$ cat config.mk
export PLATFORM = sky130hd
export DESIGN_NAME = three_stage_charge_controller
export DESIGN_NICKNAME = d
export VERILOG_FILES = /design/src/rtl/core/tscc_pkg.sv /design/src/rtl/core/tscc_cfg_regs.sv /design/src/rtl/core/tscc_update.sv /design/src/rtl/core/three_stage_charge_controller.sv
export SDC_FILE = /design/constraint.sdc
export NUM_CORES = 1
export LEC_CHECK = 0
export BUFFER_PORTS_ARGS = -buffer_cell sky130_fd_sc_hd__buf_2
export CORE_MARGIN = 2
export CORE_UTILIZATION = 25
export DETAILED_ROUTE_END_ITERATION = 10
export GPL_TIMING_DRIVEN = 0
export PLACE_DENSITY = 0.43
export SLEW_MARGIN = 20
export SYNTH_ARGS = -nofsm -noshare
export SYNTH_HDL_FRONTEND = slang
export SYNTH_HIERARCHICAL = 1
export SYNTH_SLANG_ARGS = --single-unit
$ cat constraint.sdc
create_clock -name clk -period 5.1 [get_ports clk]
set_clock_uncertainty 0.05 [all_clocks]
set_input_delay 1.02 -clock clk [delete_from_list [all_inputs] [get_ports clk]]
set_output_delay 1.02 -clock clk [all_outputs]
set_load 0.02 [all_outputs]
$ cat src/rtl/core/tscc_pkg.sv
// Shared types and constants for the three-stage charge controller.
// Used by every module in rtl/core; depends on nothing.
package tscc_pkg;

	localparam int VOLT_W = 15;
	localparam int CURR_W = 15;
	localparam int TICK_W = 16;
	localparam int HOLD_W = 8;
	localparam int TAPER_W = 5;
	localparam int CNT_W = 8;
	localparam int ADDR_W = 5;
	localparam int DATA_W = 32;

	localparam int CURRENT_MODE_HOLD = 10;
	localparam logic signed [HOLD_W-1:0] HOLD_CEIL = HOLD_W'(10);
	localparam logic signed [HOLD_W-1:0] HOLD_FLOOR = HOLD_W'(-CURRENT_MODE_HOLD);
	localparam logic [CNT_W-1:0] HOLD_COUNT = CNT_W'(CURRENT_MODE_HOLD);
	localparam logic [TAPER_W-1:0] TAPER_LIMIT = TAPER_W'(25);
	localparam logic [VOLT_W:0] FLOAT_EXIT_MARGIN = (VOLT_W+1)'(40);
	localparam logic [TICK_W-1:0] LOW_CURRENT_STEP = TICK_W'(2);
	localparam logic [TICK_W-1:0] LOW_CURRENT_TICKS_RST = TICK_W'(600);

	localparam logic [1:0] REQ_START = 2'd0;
	localparam logic [1:0] REQ_MODE = 2'd1;
	localparam logic [1:0] REQ_STEP = 2'd2;

	localparam logic [2:0] REG_CUTOFF_VOLTAGE = 3'd0;
	localparam logic [2:0] REG_PRECHARGE_TICKS = 3'd1;
	localparam logic [2:0] REG_PRECHARGE_CURRENT = 3'd2;
	localparam logic [2:0] REG_CHARGE_VOLTAGE = 3'd3;
	localparam logic [2:0] REG_FLOAT_VOLTAGE = 3'd4;
	localparam logic [2:0] REG_CHARGE_CURRENT = 3'd5;
	localparam logic [2:0] REG_FLOAT_CURRENT = 3'd6;
	localparam logic [2:0] REG_LOW_CURRENT_TICKS = 3'd7;

	localparam logic [1:0] CODE_PRECHARGE = 2'd0;
	localparam logic [1:0] CODE_CHARGE = 2'd1;
	localparam logic [1:0] CODE_FLOAT = 2'd2;
	localparam logic [1:0] CODE_FAULT = 2'd3;

	typedef enum logic [3:0] {
		STG_PRECHARGE = 4'b0001,
		STG_CHARGE    = 4'b0010,
		STG_FLOAT     = 4'b0100,
		STG_FAULT     = 4'b1000
	} stage_t;

	typedef struct packed {
		logic [1:0]        req_type;
		logic [VOLT_W-1:0] vsense;
		logic [CURR_W-1:0] isense;
	} in_word_t;

	typedef struct packed {
		logic [1:0]        charge_stage;
		logic [VOLT_W-1:0] voltage_setpoint;
		logic [CURR_W-1:0] current_setpoint;
		logic              in_current_mode;
	} out_word_t;

	typedef struct packed {
		logic [VOLT_W-1:0] cutoff_level;
		logic [TICK_W-1:0] precharge_ticks;
		logic [CURR_W-1:0] precharge_current;
		logic [VOLT_W-1:0] charge_voltage;
		logic [VOLT_W-1:0] float_voltage;
		logic [CURR_W-1:0] charge_current;
		logic [CURR_W-1:0] float_current;
		logic [TICK_W-1:0] low_current_ticks;
	} cfg_t;

	typedef struct packed {
		stage_t                   stage;
		logic [TICK_W-1:0]        precharge_left;
		logic [TICK_W-1:0]        low_current_count;
		logic                     cc_mode;
		logic [CNT_W-1:0]         cv_hold_countdown;
		logic signed [HOLD_W-1:0] hold_level;
		logic [TAPER_W-1:0]       taper_tick;
		logic [VOLT_W-1:0]        vref;
		logic [CURR_W-1:0]        iref;
	} state_t;

	function automatic logic [1:0] stage_code(stage_t s);
		logic [1:0] c;
		case (s)
			STG_PRECHARGE: c = CODE_PRECHARGE;
			STG_CHARGE:    c = CODE_CHARGE;
			STG_FLOAT:     c = CODE_FLOAT;
			STG_FAULT:     c = CODE_FAULT;
			default:       c = CODE_PRECHARGE;
		endcase
		return c;
	endfunction

endpackage

$ cat src/rtl/core/tscc_cfg_regs.sv
// Configuration register file behind the APB-style port.
// Depends on tscc_pkg for the register indexes and the cfg_t struct.
module tscc_cfg_regs (
	input  logic                       clk,
	input  logic                       arst_n,
	input  logic                       psel,
	input  logic                       penable,
	input  logic                       pwrite,
	input  logic [tscc_pkg::ADDR_W-1:0] paddr,
	input  logic [tscc_pkg::DATA_W-1:0] pwdata,
	output logic [tscc_pkg::DATA_W-1:0] prdata,
	output logic                       pready,
	output tscc_pkg::cfg_t             cfg
);

	tscc_pkg::cfg_t cfg_q;
	logic [2:0] idx;
	logic wr_en;

	assign idx = paddr[tscc_pkg::ADDR_W-1:2];
	assign wr_en = psel & penable & pwrite;
	assign pready = 1'b1;
	assign cfg = cfg_q;

	always_ff @(posedge clk or negedge arst_n) begin
		if (!arst_n) begin
			cfg_q.cutoff_level <= '0;
			cfg_q.precharge_ticks <= '0;
			cfg_q.precharge_current <= '0;
			cfg_q.charge_voltage <= '0;
			cfg_q.float_voltage <= '0;
			cfg_q.charge_current <= '0;
			cfg_q.float_current <= '0;
			cfg_q.low_current_ticks <= tscc_pkg::LOW_CURRENT_TICKS_RST;
		end else if (wr_en) begin
			case (idx)
				tscc_pkg::REG_CUTOFF_VOLTAGE:
					cfg_q.cutoff_level <= pwdata[tscc_pkg::VOLT_W-1:0];
				tscc_pkg::REG_PRECHARGE_TICKS:
					cfg_q.precharge_ticks <= pwdata[tscc_pkg::TICK_W-1:0];
				tscc_pkg::REG_PRECHARGE_CURRENT:
					cfg_q.precharge_current <= pwdata[tscc_pkg::CURR_W-1:0];
				tscc_pkg::REG_CHARGE_VOLTAGE:
					cfg_q.charge_voltage <= pwdata[tscc_pkg::VOLT_W-1:0];
				tscc_pkg::REG_FLOAT_VOLTAGE:
					cfg_q.float_voltage <= pwdata[tscc_pkg::VOLT_W-1:0];
				tscc_pkg::REG_CHARGE_CURRENT:
					cfg_q.charge_current <= pwdata[tscc_pkg::CURR_W-1:0];
				tscc_pkg::REG_FLOAT_CURRENT:
					cfg_q.float_current <= pwdata[tscc_pkg::CURR_W-1:0];
				tscc_pkg::REG_LOW_CURRENT_TICKS:
					cfg_q.low_current_ticks <= pwdata[tscc_pkg::TICK_W-1:0];
				default: ;
			endcase
		end
	end

	always_comb begin
		prdata = '0;
		case (idx)
			tscc_pkg::REG_CUTOFF_VOLTAGE:
				prdata = tscc_pkg::DATA_W'(cfg_q.cutoff_level);
			tscc_pkg::REG_PRECHARGE_TICKS:
				prdata = tscc_pkg::DATA_W'(cfg_q.precharge_ticks);
			tscc_pkg::REG_PRECHARGE_CURRENT:
				prdata = tscc_pkg::DATA_W'(cfg_q.precharge_current);
			tscc_pkg::REG_CHARGE_VOLTAGE:
				prdata = tscc_pkg::DATA_W'(cfg_q.charge_voltage);
			tscc_pkg::REG_FLOAT_VOLTAGE:
				prdata = tscc_pkg::DATA_W'(cfg_q.float_voltage);
			tscc_pkg::REG_CHARGE_CURRENT:
				prdata = tscc_pkg::DATA_W'(cfg_q.charge_current);
			tscc_pkg::REG_FLOAT_CURRENT:
				prdata = tscc_pkg::DATA_W'(cfg_q.float_current);
			tscc_pkg::REG_LOW_CURRENT_TICKS:
				prdata = tscc_pkg::DATA_W'(cfg_q.low_current_ticks);
			default: prdata = '0;
		endcase
	end

endmodule

$ cat src/rtl/core/tscc_update.sv
// Next-state logic for one request: start, CC/CV mode check or stage step.
// Depends on tscc_pkg for the state, configuration and word types.
module tscc_update (
	input  tscc_pkg::in_word_t item,
	input  tscc_pkg::cfg_t     cfg,
	input  tscc_pkg::state_t   cur,
	output tscc_pkg::state_t   nxt
);

	logic [tscc_pkg::TAPER_W-1:0] taper_inc;
	logic [tscc_pkg::TICK_W-1:0] lcc_dec;
	logic signed [tscc_pkg::HOLD_W-1:0] hold_dec;
	logic float_exit;
	tscc_pkg::state_t mode;

	assign taper_inc = cur.taper_tick + tscc_pkg::TAPER_W'(1);
	assign lcc_dec = (cur.low_current_count >= tscc_pkg::LOW_CURRENT_STEP) ?
		cur.low_current_count - tscc_pkg::LOW_CURRENT_STEP : '0;
	assign hold_dec = cur.hold_level - tscc_pkg::HOLD_W'(1);

	always_comb begin
		mode = cur;
		if (item.vsense > cur.vref) begin
			if (cur.hold_level < tscc_pkg::HOLD_CEIL)
				mode.hold_level = cur.hold_level + tscc_pkg::HOLD_W'(1);
			if (cur.cv_hold_countdown != '0)
				mode.cv_hold_countdown = cur.cv_hold_countdown - tscc_pkg::CNT_W'(1);
			else
				mode.cc_mode = 1'b0;
		end else begin
			mode.hold_level = hold_dec;
			if (hold_dec < tscc_pkg::HOLD_FLOOR) begin
				mode.cc_mode = 1'b1;
				mode.cv_hold_countdown = tscc_pkg::HOLD_COUNT;
				mode.hold_level = tscc_pkg::HOLD_FLOOR;
			end
		end
	end

	// The float exit needs the battery more than 40 counts below the float voltage.
	assign float_exit = (item.isense > cur.iref) && !mode.cc_mode &&
		(cur.stage == tscc_pkg::STG_FLOAT) &&
		(({1'b0, item.vsense} + tscc_pkg::FLOAT_EXIT_MARGIN) <
		{1'b0, cfg.float_voltage});

	always_comb begin
		nxt = cur;
		case (item.req_type)
			tscc_pkg::REQ_START: begin
				nxt.stage = tscc_pkg::STG_PRECHARGE;
				nxt.precharge_left = cfg.precharge_ticks;
				nxt.iref = cfg.precharge_current;
				nxt.vref = cfg.charge_voltage;
				nxt.low_current_count = cfg.low_current_ticks;
			end
			tscc_pkg::REQ_MODE: begin
				nxt = mode;
				if (float_exit) begin
					nxt.stage = tscc_pkg::STG_CHARGE;
					nxt.vref = cfg.charge_voltage;
					nxt.iref = cfg.charge_current;
					nxt.cc_mode = 1'b1;
					nxt.cv_hold_countdown = tscc_pkg::HOLD_COUNT;
				end
			end
			tscc_pkg::REQ_STEP: begin
				case (cur.stage)
					tscc_pkg::STG_PRECHARGE: begin
						if (item.vsense < cfg.cutoff_level) begin
							if (cur.precharge_left != '0)
								nxt.precharge_left =
									cur.precharge_left - tscc_pkg::TICK_W'(1);
							else
								nxt.stage = tscc_pkg::STG_FAULT;
						end else begin
							nxt.stage = tscc_pkg::STG_CHARGE;
							nxt.iref = cfg.charge_current;
						end
					end
					tscc_pkg::STG_CHARGE: begin
						if (!cur.cc_mode) begin
							if (item.isense < cfg.float_current) begin
								nxt.low_current_count = lcc_dec;
								if (lcc_dec < tscc_pkg::LOW_CURRENT_STEP)
									nxt.stage = tscc_pkg::STG_FLOAT;
							end else begin
								if (taper_inc > tscc_pkg::TAPER_LIMIT) begin
									nxt.taper_tick = '0;
									if (cur.vref > cfg.float_voltage)
										nxt.vref = cur.vref - tscc_pkg::VOLT_W'(1);
								end else begin
									nxt.taper_tick = taper_inc;
								end
								if (cur.low_current_count < cfg.low_current_ticks)
									nxt.low_current_count =
										cur.low_current_count + tscc_pkg::TICK_W'(1);
							end
						end
					end
					tscc_pkg::STG_FLOAT: begin
						nxt.vref = cfg.float_voltage;
						nxt.iref = cfg.float_current;
						nxt.cc_mode = 1'b0;
					end
					default: ;
				endcase
			end
			default: ;
		endcase
	end

endmodule

$ cat src/rtl/core/three_stage_charge_controller.sv
// Top level of the three-stage charge controller: word pipeline and state.
// Depends on tscc_pkg, tscc_cfg_regs and tscc_update.
//
// Each input word is a start, a CC/CV mode check or a stage step, and gives one
// result word with the stage, the voltage and current setpoints and the mode.
// A word is registered on entry, updates the charge state as it advances out of
// that register and leaves from the output register; one word can be taken in
// every cycle unless the output stalls, a rate set by the one-word state update.
// The user must write configuration through the APB port while idle; unchecked.
module three_stage_charge_controller (
	input  logic                        clk,
	input  logic                        arst_n,
	input  logic                        in_valid,
	output logic                        in_stall,
	input  tscc_pkg::in_word_t          in_word,
	output logic                        out_valid,
	input  logic                        out_stall,
	output tscc_pkg::out_word_t         out_word,
	input  logic                        psel,
	input  logic                        penable,
	input  logic                        pwrite,
	input  logic [tscc_pkg::ADDR_W-1:0] paddr,
	input  logic [tscc_pkg::DATA_W-1:0] pwdata,
	output logic [tscc_pkg::DATA_W-1:0] prdata,
	output logic                        pready
);

	tscc_pkg::cfg_t cfg;
	tscc_pkg::state_t state_q;
	tscc_pkg::state_t state_nxt;
	tscc_pkg::in_word_t word_s1;
	tscc_pkg::out_word_t word_s2;
	logic valid_s1;
	logic valid_s2;
	logic s2_blocked;
	logic advance;

	tscc_cfg_regs u_cfg (
		.clk     (clk),
		.arst_n  (arst_n),
		.psel    (psel),
		.penable (penable),
		.pwrite  (pwrite),
		.paddr   (paddr),
		.pwdata  (pwdata),
		.prdata  (prdata),
		.pready  (pready),
		.cfg     (cfg)
	);

	tscc_update u_update (
		.item (word_s1),
		.cfg  (cfg),
		.cur  (state_q),
		.nxt  (state_nxt)
	);

	assign s2_blocked = valid_s2 & out_stall;
	assign advance = valid_s1 & ~s2_blocked;
	assign in_stall = valid_s1 & s2_blocked;
	assign out_valid = valid_s2;
	assign out_word = word_s2;

	always_ff @(posedge clk or negedge arst_n) begin
		if (!arst_n) begin
			valid_s1 <= 1'b0;
			valid_s2 <= 1'b0;
			state_q.stage <= tscc_pkg::STG_PRECHARGE;
			state_q.precharge_left <= '0;
			state_q.low_current_count <= '0;
			state_q.cc_mode <= 1'b0;
			state_q.cv_hold_countdown <= '0;
			state_q.hold_level <= '0;
			state_q.taper_tick <= '0;
			state_q.vref <= '0;
			state_q.iref <= '0;
		end else begin
			if (!in_stall)
				valid_s1 <= in_valid;
			if (!s2_blocked)
				valid_s2 <= valid_s1;
			if (advance)
				state_q <= state_nxt;
		end
	end

	always_ff @(posedge clk) begin
		if (in_valid && !in_stall)
			word_s1 <= in_word;
		if (advance) begin
			word_s2.charge_stage <= tscc_pkg::stage_code(state_nxt.stage);
			word_s2.voltage_setpoint <= state_nxt.vref;
			word_s2.current_setpoint <= state_nxt.iref;
			word_s2.in_current_mode <= state_nxt.cc_mode;
		end
	end

endmodule
==> results.json, run 1 <==
{
  "synth_edf_count": 65,
  "totalWireLength_um": 77370,
  "chipHeight_um": 278.8,
  "place_area_um2": 20800,
  "yosys_warnings": 6,
  "antenna_found_initial": 11,
  "cp-start-kind": "flop",
  "async_flop_share_pct": 76.53,
  "ys_seq_area_share_pct": 38.47,
  "fp.coreArea_um2": 74570,
  "p_leak_nw": 9.305,
  "crit_arrival_ns": 5.10,
  "ys_types": 96,
  "cts_sinks": 277,
  "dp_cells": 2960,
  "ff2ff_path_depth": 13,
  "cts_tree": "done",
  "setup_viol": 0,
  "drc": 0,
  "syn_inst": 1865,
  "hold_viol_final": 0,
  "rsz0062_at_grt": "no",
  "design_area_um2": 21970,
  "antennaDiodeCount": 0,
  "cp-end-kind": "flop",
  "cts_hold_buf": 0,
  "clk_latency_ns": 0.58,
  "port-buffer-count": 108,
  "syn_area_um2": 18880,
  "ant_nets": 0,
  "worst_slack_ns": 0.3769,
  "cp.depth": 13,
  "layout_min_cycle_time_ns": 4.723,
  "p_per_area_nw_per_um2": 429.2,
  "fillCellCount": 7902,
  "final_cells": 3027,
  "ctsResizeCount": 0,
  "power_mw": 9.429,
  "crit_fanout": 10,
  "routedWlPerCell_um": 25.56,
  "syn_area_per_cell_um2": 10.12,
  "root_buffer": "clkbuf_16",
  "fmax_mhz": 211.7,
  "place_ws_ns": 0.4372,
  "hold_slack_ns": 0.3304,
  "cp_slowest_cell": "nor3_1",
  "drive_gt1_share_pct": 22.11,
  "first_iter_violations": 1428,
  "path_cells": "inv_1 > ha_1 > nand4_1 > nor3_1 > o221ai_1 > o211ai_1 > o2111ai_2 > buf_6 > buf_4 > mux2i_1 > a222oi_1 > o21ai_0 > mux2_2",
  "critical_path_buf_inv_count": 3,
  "finalCritPeriodShare_pct": 92.61,
  "max_stage_delay_ns": 0.83,
  "ir_drop_v": 0.0001926,
  "path_delay_family": "compound AO/OA/AOI/OAI gates",
  "maxSlewHeadroom_pct": 22.88,
  "viasPerCell": 5.411,
  "grt_pass1_vias": 16050,
  "crit_path_start": "state_q[13]",
  "numCtsBuffers": 37,
  "required_ns": 5.48,
  "outcome": "finished, final reports clean",
  "clkSlewWorstSetupHoldPaths_ns": 0.06,
  "synth_ff_type": "dfrtp_1",
  "num_rows": 100,
  "drv_slew": 0,
  "grt_overflow": 0,
  "ys_ff_latch": 277,
  "crit_type": "flop to flop",
  "ios": 144,
  "syn2layout_area_growth_pct": 16.34,
  "grt_use_total_pct": 19.49,
  "die_x_um": 278.8,
  "dp_hpwl_um": 58320,
  "h-tree-depth": 2,
  "initial_core_util_pct": 25.32,
  "dieArea_um2": 77740,
  "layout.nets": 2226,
  "grt_max_degree": 88,
  "grt_pass1_wl_um": 112100,
  "r2r-start": "state_q[13]",
  "routabilityCongestion": 0.9410,
  "post_cts_buffers": 0,
  "drtPass1Iterations": 8,
  "hold_path_class": "input port to asynchronous set/reset pin",
  "via_count": 16380,
  "cts_buffer_depth": 3,
  "worstMarginPinSlew_ns": 1.146,
  "max_cap_violations": 0
}
==> power breakdown <==
group | internal, mW | switching, mW | total, mW | leakage (nW)
registers | 2.76 | 0.661 | 3.42 | 3.35
logic | 1.40 | 2.07 | 3.47 | 5.38
clock network | 1.47 | 1.06 | 2.53 | 0.572
total | 5.64 | 3.79 | 9.43 | 9.30
==> metal layers <==
layer | track usage (%) | wire (um) | vias up
met5 | 0 | 34 | -
met4 | 5.928 | 2261 | 6
met3 | 2.694 | 4738 | 128
met2 | 31.43 | 35390 | 606
met1 | 26.98 | 34940 | 8256
li1 | - | - | 7383
==> final cells by class <==
type | count | area (um2) | area share, %
Buffer | 125 | 635.6 | 2.894
Clock buffer | 57 | 1082 | 4.927
Clock inverter | 10 | 82.58 | 0.3759
Inverter | 117 | 439.2 | 1.999
Multi-Input combinational cell | 1361 | 10620 | 48.34
Sequential cell | 277 | 7263 | 33.07
Tap cell | 969 | 1212 | 5.519
Timing Repair Buffer | 111 | 633.1 | 2.882
==> final timing paths <==
path	end	slack, ns
setup / recovery	state_q[17]	0.38
hold / removal	state_q[26]	0.33
setup reg to reg	state_q[17]	0.38
hold reg to reg	out_valid	0.43
max in group asynchronous	u_cfg/cfg[3]	3.81
min in group clk	out_valid	0.43
==> Yosys cell counts (all sizes together) (8+ instances only) <==
cell | number | area, um2
mux2i | 64 | 640.6
or4 | 14 | 108.9
nand4 | 23 | 150.1
mux2 | 227 | 2601
nor2b | 8 | 50.05
nor3b | 19 | 142.6
ha | 120 | 1501
o22ai | 22 | 137.6
a21o | 20 | 150.1
nand2 | 128 | 480.5
a22oi | 38 | 285.3
o211ai | 8 | 60.06
nand3 | 47 | 240.2
o31ai | 24 | 180.2
inv | 116 | 435.4
a21oi | 69 | 345.3
o21a | 12 | 90.09
a31oi | 19 | 118.9
a221oi | 21 | 196.4
dfrtp | 207 | 5180
a221o | 15 | 150.1
or3 | 15 | 98.84
xnor2 | 13 | 113.9
nor4 | 16 | 100.1
nor3 | 38 | 195.2
edfxtp | 65 | 1952
and2 | 8 | 50.05
o22a | 17 | 148.9
buf | 55 | 372.8
clkbuf | 70 | 262.8
o21ai | 83 | 415.4
and3 | 18 | 112.6
a211oi | 33 | 252.7
nor2 | 81 | 306.6
nand2b | 14 | 87.58
==> through the flow <==
step                      setup TNS (ns)  util (%)
after floorplan                        0         -
after global placement           -250.25     27.74
after detailed placement               0     27.89
after CTS                              0     29.45
after global routing                   0     29.46
final                                  0     29.46
==> registers in the layout, indices dropped and copies added (netlist names) <==
register	cells
out_valid	1
out_word	33
state_q	88
u_cfg/cfg	122
valid_s1	1
word_s1	32
==> cells by family (layout without fill, tap and decap cells) <==
group / count (synthesis) / count (layout) / synth area share, %
and+or+nand+nor: 454 / 454 / 12.43
adders and majority gates: 120 / 120 / 7.952
other: 2 / 17 / 0.03978
AOI/OAI and AO/OA: 460 / 460 / 17.37
DFF: 277 / 277 / 38.47
muxes: 291 / 291 / 17.17
buffers and inverters: 242 / 420 / 5.692
xor gates and xnor gates: 19 / 19 / 0.8814
==> cell usage in the layout (no fill, tap or decap), drive strengths merged, types with 12 or more instances in the layout <==
| cell type | Yosys | layout |
|---|---|---|
| mux2 | 227 | 227 |
| dfrtp | 207 | 207 |
| buf | 55 | 166 |
| nand2 | 128 | 128 |
| clkbuf | 70 | 127 |
| ha | 120 | 120 |
| inv | 116 | 118 |
| o21ai | 83 | 83 |
| nor2 | 81 | 81 |
| a21oi | 69 | 69 |
| edfxtp | 65 | 65 |
| mux2i | 64 | 64 |
| nand3 | 47 | 47 |
| a22oi | 38 | 38 |
| nor3 | 38 | 38 |
| a211oi | 33 | 33 |
| o31ai | 24 | 24 |
| nand4 | 23 | 23 |
| o22ai | 22 | 22 |
| a221oi | 21 | 21 |
| a21o | 20 | 20 |
| nor3b | 19 | 19 |
| a31oi | 19 | 19 |
| and3 | 18 | 18 |
| o22a | 17 | 17 |
| conb | 2 | 17 |
| nor4 | 16 | 16 |
| a221o | 15 | 15 |
| or3 | 15 | 15 |
| nand2b | 14 | 14 |
| or4 | 14 | 14 |
| xnor2 | 13 | 13 |
| o21a | 12 | 12 |
Power figures use the tool's default switching activity.
==> run 2, diff against run 1 <==
Settings changed: PLACE_DENSITY 0.43 to 0.44.
Clock period 5.1 ns to 3.83 ns, I/O delays scaled along.
==> run 2 against run 1 <==
  * The run now ends with setup timing left
  * Register-to-register slack got worse by 0.38 ns
  * Critical endpoint is now state_q[25]
  * Non-clock buffer count rose by 29
  * Critical path depth rose by 2
  * Sequential power rose by 34%
  * Final cell count rose by 0.96%
  * Via count rose by 1.0%
  * Sequential share of layout area fell by 1.1 points
  * Largest cell class unchanged
  * First-iteration DRC count fell by 1.8%
  * Worst setup slack got worse by 0.38 ns
  * Total power rose by 37%
  * Cell area rose by 3.6%
  * Combinational power rose by 43%
==> results.json, run 2 (synthesis results as in run 1) <==
{
  "dp_cells": 2960,
  "design_area_um2": 22750,
  "outcome": "complete, but fails checks",
  "layout.nets": 2253,
  "path_cells": "ha_2 > buf_4 > xnor2_1 > ha_1 > a2111o_1 > a31oi_1 > o21ai_0 > o2111ai_2 > o2111ai_4 > buf_8 > buf_12 > mux2i_1 > a222oi_1 > o31ai_2 > mux2_2",
  "ant_nets": 0,
  "worst_slack_ns": -0.002252,
  "cts_buffer_depth": 3,
  "cts_sinks": 277,
  "final_cells": 3056,
  "grt_pass1_wl_um": 114000,
  "root_buffer": "clkbuf_16",
  "crit_type": "flop to flop",
  "cts_hold_buf": 0,
  "grt_overflow": 0,
  "numCtsBuffers": 35,
  "clkSlewWorstSetupHoldPaths_ns": 0.06,
  "drive_gt1_share_pct": 27.69,
  "syn2layout_area_growth_pct": 20.48,
  "viasPerCell": 5.415,
  "cts_tree": "done",
  "totalWireLength_um": 78560,
  "dieArea_um2": 77740,
  "maxSlewHeadroom_pct": 27.05,
  "routabilityCongestion": 0.9365,
  "fp.coreArea_um2": 74570,
  "fillCellCount": 7874,
  "finalCritPeriodShare_pct": 100.1,
  "dp_hpwl_um": 58550,
  "grt_use_total_pct": 19.80,
  "h-tree-depth": 2,
  "antenna_found_initial": 4,
  "first_iter_violations": 1402,
  "power_mw": 12.90,
  "setup_viol": 1,
  "cp-start-kind": "flop",
  "grt_pass1_vias": 16260,
  "required_ns": 4.24,
  "cp_slowest_cell": "edfxtp_1",
  "hold_path_class": "input port to asynchronous set/reset pin",
  "hold_viol_final": 0,
  "largest_reg_flops": 122,
  "layout_min_cycle_time_ns": 3.832,
  "drc": 0,
  "mostFrequentLayoutCells": "dfrtp_1 (201), mux2_2 (185), buf_2 (125)",
  "die_x_um": 278.8,
  "via_count": 16550,
  "max_stage_delay_ns": 0.47,
  "p_leak_nw": 9.606,
  "crit_arrival_ns": 4.24,
  "grt_max_degree": 92,
  "crit_fanout": 9,
  "failed_checks": "setup timing",
  "clk_latency_ns": 0.58,
  "mostFrequentLayoutCell": "dfrtp_1",
  "p_per_area_nw_per_um2": 567.1,
  "ir_drop_v": 0.0003373,
  "fmax_mhz": 260.9,
  "routedWlPerCell_um": 25.71,
  "chipHeight_um": 278.8,
  "max_cap_violations": 0,
  "drv_slew": 0,
  "rsz0062_at_grt": "yes",
  "initial_core_util_pct": 25.32,
  "place_area_um2": 20800,
  "drtPass1Iterations": 6,
  "num_rows": 100,
  "port-buffer-count": 108,
  "cp-end-kind": "flop",
  "ios": 144,
  "worstMarginPinSlew_ns": 1.094
}
==> run 2: cell count changes in the layout (fill, tap and decap cells not counted), moves of 10 or more <==
cell / delta
a22oi_1: -10
mux2_4: +10
a22oi_2: +10
mux2_2: -10
buf_4: +26
clkbuf_1: -19
==> run 2: critical path, delay by kind of cell, from the launching register on <==
family	cells	cell delay (ns)
AOI/OAI and AO/OA	7	1.63
adders and majority gates	2	0.51
buffers and inverters	3	0.48
DFF	1	0.47
muxes	2	0.41
xor gates and xnor gates	1	0.16
==> run 2: worst paths after layout <==
check                       startpoint             to  slack, ns  cells after the start
setup / recovery           word_s1[19]    state_q[25]     -0.002                     15
hold / removal                  arst_n    state_q[33]       0.08                      1
hold reg to reg               valid_s1      out_valid       0.42                      1
min in group clk           in_word[12]    word_s1[12]       0.31                      1
setup reg to reg           word_s1[19]    state_q[25]     -0.002                     15
max in group asynchronous       arst_n  u_cfg/cfg[29]       2.79                      2
==> run 2: cell type report <==
cell class / count / area, um2 / area share (%)
Antenna cell: 3 / 7.507 / 0.03300
Buffer: 122 / 671.9 / 2.954
Clock buffer: 44 / 949.7 / 4.175
Clock inverter: 20 / 171.4 / 0.7536
Inverter: 117 / 439.2 / 1.931
Multi-Input combinational cell: 1361 / 11100 / 48.80
Sequential cell: 277 / 7271 / 31.96
Tap cell: 969 / 1212 / 5.330
Timing Repair Buffer: 143 / 923.4 / 4.059
==> run 2: timing repair <==
action	4_1_cts	5_1_grt
setup buffers	15	16
resized for setup	48	90
cloned	0	1
setup endpoints to repair	83	87
pin swaps	8	24
==> run 2: through the flow <==
stage / setup TNS [ns] / utilization (%) / worst slack, ns / hold WS (ns)
2_1_floorplan: 0 / - / 0.1795 / 0.3928
3_3_place_gp: -518.23 / 27.74 / -2.333 / 0.4020
3_5_place_dp: -30.80 / 27.89 / -0.7715 / 0.4098
4_1_cts: 0 / 29.81 / 0.0009392 / 0.09249
5_1_grt: -1.259 / 30.50 / -0.1207 / 0.1081
6_report: -0.002252 / 30.50 / -0.002252 / 0.07589
==> run 2: report_power, final <==
| part | switching [mW] | leakage, nW | internal [mW] |
|---|---|---|---|
| sequential | 0.908 | 3.35 | 3.68 |
| combinational | 2.89 | 5.70 | 2.06 |
| clock | 1.50 | 0.560 | 1.86 |
| total | 5.30 | 9.61 | 7.60 |
==> run 2: routing by layer <==
| layer | GRT usage, % | part of all wire (%) | vias to the layer above |
|---|---|---|---|
| met3 | 2.544 | 5.1 | 123 |
| li1 | - | - | 7436 |
| met1 | 27.35 | 46 | 8445 |
| met4 | 6.286 | 3.2 | 0 |
| met5 | 0 | 0 | - |
| met2 | 32.05 | 46 | 543 |
==> run 3, diff against run 2 <==
Settings changed: GPL_ROUTABILITY_DRIVEN set to 0, PLACE_DENSITY 0.44 to not set.
==> run 3 against run 2 <==
  * Cell area is 0.71% lower
  * Worst hold slack worse by 0.064 ns
  * Clock power down 12%
  * Via count up 1.2%
  * Count of clock-buffer cells in the layout increased by 7
  * Total power decreased by 3.6%
  * The flow still finishes with violations (setup timing)
  * Largest power group unchanged
  * Final cell count down 0.33%
  * Critical path depth shrank 1
  * Routed wire length is 9.7% lower
  * Sequential power about the same
==> results.json, run 3 (synthesis results as in run 1) <==
{
  "grt_max_degree": 91,
  "maxSlewHeadroom_pct": 25.23,
  "fp.coreArea_um2": 74570,
  "outcome": "complete, but fails checks",
  "ir_drop_v": 0.0003538,
  "final-seq-area_um2": 7267,
  "final_util_pct": 30.29,
  "hold_path_class": "input port to asynchronous set/reset pin",
  "dp_hpwl_um": 52020,
  "numCtsBuffers": 31,
  "final_cells": 3046,
  "crit_arrival_ns": 4.25,
  "drc": 0,
  "mostFrequentLayoutCell": "dfrtp_1",
  "cts_sinks": 277,
  "multi_input_area_um2": 11130,
  "layout.nets": 2248,
  "crit_type": "flop to flop",
  "hold_viol_final": 0,
  "initial_core_util_pct": 25.32,
  "antennaDiodeCount": 0,
  "clkSlewWorstSetupHoldPaths_ns": 0.06,
  "worstMarginPinSlew_ns": 1.119,
  "grt_use_total_pct": 17.55,
  "via_count": 16750,
  "dieArea_um2": 77740,
  "cts_tree": "done",
  "root_buffer": "clkbuf_16",
  "port-buffer-count": 108,
  "worst_slack_ns": -0.09566,
  "mostFrequentLayoutCells": "dfrtp_1 (204), mux2_2 (183), buf_2 (126)",
  "cts_hold_buf": 0,
  "dp_cells": 2960,
  "ios": 144,
  "viasPerCell": 5.498,
  "fmax_mhz": 254.7,
  "ant_nets": 0,
  "grt_pass1_wl_um": 103700,
  "syn2layout_area_growth_pct": 19.62,
  "cp-end-kind": "flop",
  "chipHeight_um": 278.8,
  "layout_min_cycle_time_ns": 3.926,
  "routedWlPerCell_um": 23.29,
  "tns_ns": -0.5803,
  "cp-start-kind": "flop",
  "p_per_area_nw_per_um2": 550.7,
  "first_iter_violations": 2246,
  "finalCritPeriodShare_pct": 102.5,
  "die_x_um": 278.8,
  "setup_viol": 15,
  "drv_slew": 0,
  "power_mw": 12.44,
  "cts_buffer_depth": 3,
  "rsz0062_at_grt": "yes",
  "p_leak_nw": 9.534,
  "totalWireLength_um": 70930,
  "grt_overflow": 0,
  "failed_checks": "setup timing",
  "required_ns": 4.15,
  "largest_reg_flops": 122,
  "antenna_found_initial": 6,
  "grt_pass1_vias": 15540,
  "max_cap_violations": 0,
  "num_rows": 100,
  "h-tree-depth": 1,
  "fillCellCount": 7779,
  "drive_gt1_share_pct": 26.53,
  "clk_latency_ns": 0.61,
  "drtPass1Iterations": 6,
  "crit_fanout": 9
}
-- run 3: cell count changes in the layout (fill, tap and decap cells not counted), sizes merged --
cell    change
clkinv      -9
bufinv      -1
diode       -3
inv         -3
clkbuf      +6
-- run 3: worst paths after layout --
check	slack [ns]	to	startpoint	cells after the start
max in group asynchronous	2.48	u_cfg/cfg[6]	arst_n	3
worst max register to register	-0.1	out_word[1]	state_q[36]	14
min in group clk	0.28	word_s1[9]	in_word[9]	1
worst min-delay path	0.01	state_q[40]	arst_n	1
worst max-delay path	-0.1	out_word[1]	state_q[36]	14
worst min register to register	0.43	out_valid	valid_s1	1
-- run 3: area by class of cell --
cell class,instances,share of cell area [%]
flip-flops and latches,277,32.18
clock buffers,51,4.083
well taps,969,5.368
repair buffers,142,3.950
inverters,117,1.944
multi-input cells,1361,49.29
clock inverters,7,0.2438
plain buffers,122,2.947
-- run 3: worst max-delay path: stages, from the launching register on --
cell,delay [ns]
dfrtp_2,0.45
nor4_4,0.36
nand2_1,0.14
buf_4,0.15
o22ai_1,0.19
nand4b_1,0.19
ha_4,0.29
o211a_1,0.14
a221oi_4,0.35
o2111ai_4,0.19
buf_8,0.22
mux2_4,0.30
a222oi_1,0.31
o21ai_2,0.16
buf_4,0.19
-- run 3: timing repair --
item / 4_1_cts / 5_1_grt
setup endpoints to repair: 80 / 87
setup buffers: 16 / 14
gates cloned: 0 / 1
gates resized for setup: 51 / 86
pin swaps: 10 / 20
-- run 3: routing by layer --
layer / part of all wire [%] / routed length, um / vias to the layer above / GRT usage [%]
li1: - / - / 7407 / -
met1: 43 / 30770 / 8276 / 24.86
met2: 44 / 30860 / 886 / 26.77
met3: 9.5 / 6753 / 176 / 3.506
met4: 3.6 / 2528 / 2 / 5.335
met5: 0.018 / 13 / - / 0
-- run 3: stage by stage --
step	hold slack, ns	instance area (um2)	worst slack (ns)
final	0.01155	22590	-0.09566
after global routing	0.03361	22590	-0.2236
after CTS	0.02325	22090	-0.02574
after detailed placement	0.4162	20780	-0.8388
after global placement	0.4169	20690	-2.016
after floorplan	0.3928	18940	0.1795
-- run 3: report_power, final --
part	leakage, nW	internal, mW	switching (mW)
clock	0.477	1.64	1.33
sequential	3.35	3.68	0.893
combinational	5.71	2.06	2.84
total	9.53	7.38	5.06
